`src/csrp_pkg.sv`:
```
package csrp_pkg;

    // Fixed field widths
    localparam int CFG_W       = 11;
    localparam int SLOT_W      = 10;
    localparam int GROUP_OUT_W = 10;
    localparam int COUNT_OUT_W = 11;

    // Depth of the command queue between front and back
    localparam int CMDQ_DEPTH = 4;

    // Configuration register indexes
    localparam logic REG_GROUP_COUNT   = 1'b0;
    localparam logic REG_CACHED_GROUPS = 1'b1;

    // Result kinds
    localparam logic KIND_COPY = 1'b0;
    localparam logic KIND_END  = 1'b1;

    // Commands passed from front to back
    typedef enum logic [1:0] {
        OP_PAIR,
        OP_END,
        OP_INIT
    } csrp_op_t;

    typedef struct packed {
        csrp_op_t op;
        logic     last;
        logic     unmatched;
    } csrp_cmd_t;

    // Which kind of group the pending queue holds
    typedef enum logic {
        SIDE_LOAD,
        SIDE_EVICT
    } csrp_side_t;

    // One entry of the group-to-slot map
    typedef struct packed {
        logic              valid;
        logic [SLOT_W-1:0] slot;
    } csrp_entry_t;

    typedef enum logic [1:0] {
        F_IDLE,
        F_CLASS,
        F_HEAD,
        F_END
    } csrp_front_state_t;

    typedef enum logic [1:0] {
        B_IDLE,
        B_SWEEP,
        B_CLEAR,
        B_WRITE
    } csrp_back_state_t;

endpackage

```
`src/csrp_cmd_queue.sv`:
```
module csrp_cmd_queue
    import csrp_pkg::*;
#(
    parameter int DATA_W = 20
)
(
    input  logic              clk,
    input  logic              rst_n,
    input  logic              push,
    input  csrp_cmd_t         push_cmd,
    input  logic [DATA_W-1:0] push_data,
    input  logic              pop,
    output logic              head_valid,
    output csrp_cmd_t         head_cmd,
    output logic [DATA_W-1:0] head_data,
    output logic              room
);

    localparam int PW = $clog2(CMDQ_DEPTH);

    csrp_cmd_t         cmd_mem  [CMDQ_DEPTH];
    logic [DATA_W-1:0] data_mem [CMDQ_DEPTH];
    logic [PW-1:0]     rd_ptr_reg, wr_ptr_reg;
    logic [PW:0]       fill_reg;

    assign head_valid = fill_reg != '0;
    assign head_cmd   = cmd_mem[rd_ptr_reg];
    assign head_data  = data_mem[rd_ptr_reg];
    // Leave space for the two commands one item may issue
    assign room       = fill_reg <= (PW+1)'(CMDQ_DEPTH - 2);

    // Advance pointers and fill level
    always_ff @(posedge clk or negedge rst_n)
    begin
        if (!rst_n)
        begin
            rd_ptr_reg <= '0;
            wr_ptr_reg <= '0;
            fill_reg   <= '0;
        end
        else
        begin
            if (push)
            begin
                wr_ptr_reg <= PW'(wr_ptr_reg + 1'b1);
            end
            if (pop)
            begin
                rd_ptr_reg <= PW'(rd_ptr_reg + 1'b1);
            end
            if (push && !pop)
            begin
                fill_reg <= (PW+1)'(fill_reg + 1'b1);
            end
            else if (pop && !push)
            begin
                fill_reg <= (PW+1)'(fill_reg - 1'b1);
            end
        end
    end

    // Store entries
    always_ff @(posedge clk)
    begin
        if (push)
        begin
            cmd_mem[wr_ptr_reg]  <= push_cmd;
            data_mem[wr_ptr_reg] <= push_data;
        end
    end

endmodule

```
`config.mk`:
```
export PLATFORM = sky130hd
export DESIGN_NAME = csrp_cmd_queue
export DESIGN_NICKNAME = d
export VERILOG_FILES = /design/src/csrp_pkg.sv /design/src/csrp_cmd_queue.sv
export SDC_FILE = /design/constraint.sdc
export NUM_CORES = 1
export LEC_CHECK = 0
export BUFFER_PORTS_ARGS = -buffer_cell sky130_fd_sc_hd__clkbuf_2
export CAP_MARGIN = 15
export CORE_MARGIN = 5
export CORE_UTILIZATION = 50
export DETAILED_ROUTE_END_ITERATION = 7
export HOLD_SLACK_MARGIN = 0.15
export PLACE_DENSITY = 0.71
export SKIP_CTS_REPAIR_TIMING = 1
export SYNTH_ARGS = -nofsm -noshare
export SYNTH_HDL_FRONTEND = slang
export SYNTH_SLANG_ARGS = --single-unit
```
`constraint.sdc`:
```
create_clock -name clk -period 1.55 [get_ports clk]
set_input_delay 0.3875 -clock clk [delete_from_list [all_inputs] [get_ports clk]]
set_output_delay 0.3875 -clock clk [all_outputs]
set_load 0.005 [all_outputs]
```
=== Word-level counts from Yosys, hierarchy flattened ===
Memory sizes are Yosys's and may differ from the RTL's.
Index checks and enable logic that the tools add are counted.

* Add/subtract/negate cells: 4
* Order comparisons: 1
* Multiplexer cells: 4
* Reductions and logical operators: 6

{| class="wikitable"
|+ Operator list
! kind !! number
|-
| two-way mux 3 bit || 2
|-
| adder 2 x 1 -> 2 bit, second input constant || 2
|-
| adder 3 x 1 -> 3 bit, second input constant || 1
|-
| <= comparator 3 x 2 -> 1 bit, second input constant || 1
|-
| nonzero test 3 bit || 1
|-
| subtractor 3 x 1 -> 3 bit, second input constant || 1
|-
| logical AND 1 bit || 2
|-
| zero test 1 bit || 2
|-
| two-way mux 1 bit || 2
|-
| nonzero test 2 bit || 1
|}

* Register bits: 7
* Memory bits (writable): 96
* Input bits: 28
* Output and inout port bits: 26
* Logic and storage cells: 20
* Memories: 2

{| class="wikitable"
|+ Memories
! name !! words !! bits a word !! read ports !! clocked after Yosys merged registers in !! wr ports !! RTL line !! RTL
|-
| data_mem || 4 || 20 || 1 || 0 || 1 || csrp_cmd_queue.sv:22 || <nowiki>logic [DATA_W-1:0] data_mem [CMDQ_DEPTH];</nowiki>
|-
| cmd_mem || 4 || 4 || 1 || 0 || 1 || csrp_cmd_queue.sv:21 || <nowiki>csrp_cmd_t cmd_mem [CMDQ_DEPTH];</nowiki>
|}

=== Logic depth before layout (Yosys ltp) ===
* Depth after elaboration: 4
* Depth in mapped cells: 7
* Depth with buffers taken out: 7

=== Least setup slack after synthesis ===
OpenSTA, ideal clock, no wires.

* Kind: reg2reg
* Start: register wr_ptr_reg[0]
* End: memory cmd_mem[2][0] (netlist name) (enable)
* Library setup time: 383 ps
* Arrival: 1231 ps
* Data required time: 1167 ps
* Path slack: -64 ps
* Cell stages (with the launch flop): 4
* Path buffers: 0
* Period minus slack after synthesis: 1614 ps
* Path through: dfrtp_1 > inv_1 > ha_1 > and2_1

{| class="wikitable"
|+ RTL lines
! what !! RTL line !! RTL
|-
| start: declaration || csrp_cmd_queue.sv:23 || <nowiki>logic [PW-1:0] rd_ptr_reg, wr_ptr_reg;</nowiki>
|-
| start signal: assignment || csrp_cmd_queue.sv:45 || <nowiki>wr_ptr_reg <= PW'(wr_ptr_reg + 1'b1);</nowiki>
|-
| end: declaration || csrp_cmd_queue.sv:21 ||
|}

Straight into the memory's write port.

=== Worst setup path in the final report ===
* Start: register rd_ptr_reg[0]
* End: output port head_data[16]

* Word-level cells in the longest chain between the ends: 1

{| class="wikitable"
|+ Ends and longest elaborated chain
! what !! RTL line !! RTL
|-
| start: declaration || csrp_cmd_queue.sv:23 ||
|-
| start signal: assignment || csrp_cmd_queue.sv:49 || <nowiki>rd_ptr_reg <= PW'(rd_ptr_reg + 1'b1);</nowiki>
|-
| memory read (4 x 20 bit) || n/a ||
|-
| end: declaration || csrp_cmd_queue.sv:15 || <nowiki>output logic [DATA_W-1:0] head_data,</nowiki>
|}

Every way passes these cells.

==> impl_metrics.env <==
export IMPL_outcome="finished with violations"
export IMPL_violations="setup timing"
export IMPL_wp_data_required_ns=1.16
export IMPL_placed_cell_area_um2=4420
export IMPL_post_synth_num_cell_types=19
export IMPL_drc=0
export IMPL_cts_htree_levels=3
export IMPL_drt_total_wl_um=6240
export IMPL_layout_drive_gt1_share_pct=49.0
export IMPL_min_delay_path_class="input port to register"
export IMPL_gpl_final_weighted_congestion=0.713
export IMPL_cts_root_to_sink_buffers=2
export IMPL_clock_fmax_mhz=493
export IMPL_clock_sinks=103
export IMPL_cts_made_buffers=9
export IMPL_worstPathBufferInverterCount=2
export IMPL_yosysWarnings=0
export IMPL_timing_slew_headroom_pct=86.3
export IMPL_worstSetupPathType="register to primary output"
export IMPL_postSynthAreaPerCell_um2=24.4
export IMPL_timing_critical_path_arrival_ns=1.64
export IMPL_grt_pass1_wl_um=9810
export IMPL_yosysSeqAreaShare_pct=78.4
export IMPL_m1WireLength_um=2560
export IMPL_route_antenna_remaining_nets=0
export IMPL_floorplan_initialDensity_pct=51.0
export IMPL_drv_slew=0
export IMPL_num_vias=1754
export IMPL_total_die_area_um2=9670
export IMPL_cellPowerDensity_nw_per_um2=1720
export IMPL_worstSkewPairLatency_ns=0.35
export IMPL_cp_cell_sequence="buf_12, mux4_2, clkbuf_2"
export IMPL_grt_overflow_total=0
export IMPL_syn2layout_area_growth_pct=19.5
export IMPL_final_hold_violating_endpoints=0
export IMPL_hpwlAfterDp_um=4410
export IMPL_period_share_pct=131
export IMPL_setup_violations=25
export IMPL_crit_fanout=9
export IMPL_fin_skew_ns=0.00575
export IMPL_hold_path_depth=1
export IMPL_critical_path_depth=3
export IMPL_rsz0062_at_grt="yes"
export IMPL_highest_layer="met4"
export IMPL_syn_inst=160
export IMPL_share_of_yosys_cell_area_claimed_by_the_top_area_cell_type_pct=73.9
export IMPL_iteration_0_drc_count_of_the_detailed_router=94
export IMPL_fp_dieH_um=98.3
export IMPL_synth_nets=194
export IMPL_clock_tree_root_cell="sky130_fd_sc_hd__clkbuf_8"
export IMPL_timing_worst_slew_pin_value_ns=0.206
export IMPL_place_port_buffers=53
export IMPL_route_met2_wl_um=3260
export IMPL_detail_route_wl_per_cell_um=18.0
export IMPL_ios=54
export IMPL_final_area_um2=4660
export IMPL_design_core_area_um2=7650
export IMPL_clk_transition_reported_paths_ns=0.10
export IMPL_syn_cell_area_um2=3900
export IMPL_via_count_of_the_first_global_routing_pass=1904
export IMPL_final_setup_tns_ns=-10.71
export IMPL_worst_path_max_delay_cell="sky130_fd_sc_hd__mux4_2"
export IMPL_cp_slowest_stage_delay_ns=0.52
export IMPL_floorplan_rows=32
export IMPL_max_capacitance_violation_count=0
export IMPL_post_synth_top_area_cell="sky130_fd_sc_hd__edfxtp_1"
export IMPL_vdd_ir_drop_worst_mv=0.737
export IMPL_static_leakage_power_uw=0.00168
export IMPL_layout_core_utilization_pct=61.0
export IMPL_final_setup_worst_slack_ns=-0.480
export IMPL_clock_tree_from_tritoncts="yes"
export IMPL_finish_net_count=274
export IMPL_grt_util_all_layers_pct=13.6
export IMPL_critical_path_top_delay_family="multiplexers"
export IMPL_worst_setup_path_start_kind="register"
export IMPL_r2r_slack_ns=0.03
export IMPL_antenna_cells_inserted=0
export IMPL_grt_antenna_before_repair=0
export IMPL_wl_met3_um=359
export IMPL_grt_max_degree=20
export IMPL_avgViaCountPerCell=5.05
export IMPL_synthTopCellsByArea="sky130_fd_sc_hd__edfxtp_1 74%, sky130_fd_sc_hd__mux4_2 10%, sky130_fd_sc_hd__dfrtp_1 4.5%"
export IMPL_layout_cells_most_common_list="96 x sky130_fd_sc_hd__edfxtp_1, 52 x sky130_fd_sc_hd__clkbuf_2, 23 x sky130_fd_sc_hd__mux4_2"
export IMPL_dieWidth_um=98.3
export IMPL_timing_reg2reg_worst_path_depth=5
export IMPL_firstDrtPassIters=4
export IMPL_final_period_minus_worst_setup_slack_ns=2.03
export IMPL_largest_register_ffs=80
export IMPL_ys_seq_elements=103
export IMPL_layout_commonest_cell="sky130_fd_sc_hd__edfxtp_1"
export IMPL_critical_path_endpoint_type="primary output"
==> path summary, 6_finish.rpt <==
path | from | end
min in group asynchronous | rst_n | wr_ptr_reg[1]$_DFFE_PN0P_
setup / recovery | rd_ptr_reg[0]$_DFFE_PN0P_ | head_data[16]
setup reg to reg | fill_reg[0]$_DFFE_PN0P_ | fill_reg[2]$_DFFE_PN0P_
max in group asynchronous | rst_n | rd_ptr_reg[0]$_DFFE_PN0P_
hold reg to reg | wr_ptr_reg[0]$_DFFE_PN0P_ | wr_ptr_reg[0]$_DFFE_PN0P_
hold / removal | push_data[17] | data_mem[1][17]$_DFFE_PP_
==> logic make-up (layout without fill, tap and decap cells) <==
kind of cell | Yosys count | after routing | share of synthesized area (%)
AOI/OAI and AO/OA | 2 | 2 | 0.256
xor gates and xnor gates | 6 | 6 | 1.35
adders and majority gates | 6 | 6 | 2.12
buffers and inverters | 10 | 95 | 2.08
DFF | 103 | 103 | 78.4
muxes | 25 | 25 | 14.7
and+or+nand+nor | 8 | 8 | 1.09
==> worst reg2reg max path: cells and delay by family, from the launching register on <==
family | cells | cell delay (ns)
xor+xnor | 2 | 0.32
fa+ha+maj | 1 | 0.43
buf+inv | 1 | 0.14
flops | 1 | 0.44
simple gates | 1 | 0.12
==> Yosys cell counts (all sizes together) <==
cell type,instances
inv,4
a21oi,1
o21ai,1
nor2,1
edfxtp,96
buf,6
mux4,24
and2,4
xnor2,2
nand2,2
mux2,1
or3,1
ha,5
xor2,4
dfrtp,7
fa,1
==> metal layers <==
layer  global-route usage (%)  up-vias
met1                     16.7      883
li1                         -      821
met3                     3.79        7
met4                     5.36        0
met5                        0        -
met2                     22.8       43
==> per-stage QoR <==
stage / worst slack (ns) / total power [uW] / hold slack, ns / instances
after floorplan: 0.0203 / 5410 / 0.0919 / 160
after global placement: -0.128 / 6410 / 0.237 / 326
after detailed placement: -0.134 / 6450 / 0.244 / 326
after CTS: -0.532 / 7980 / -0.148 / 342
after global routing: -0.566 / 8480 / 0.239 / 347
final: -0.480 / 8010 / 0.253 / 347
==> layout make-up <==
cell class	count	area (um^2)
sequential	103	3060
fill	562	2990
clock buffer	9	124
multi-input combinational	47	752
clock inverter	7	70.1
inverter	4	15.0
tap	102	128
timing repair buffer	75	513
==> where the power goes <==
| part | internal [uW] | leakage, uW | switching (uW) |
|---|---|---|---|
| Sequential | 3660 | 0.000962 | 221 |
| Clock | 618 | 0.0000943 | 904 |
| Combinational | 1480 | 0.000627 | 1130 |
| Total | 5750 | 0.00168 | 2250 |
Power figures use the tool's default switching activity.
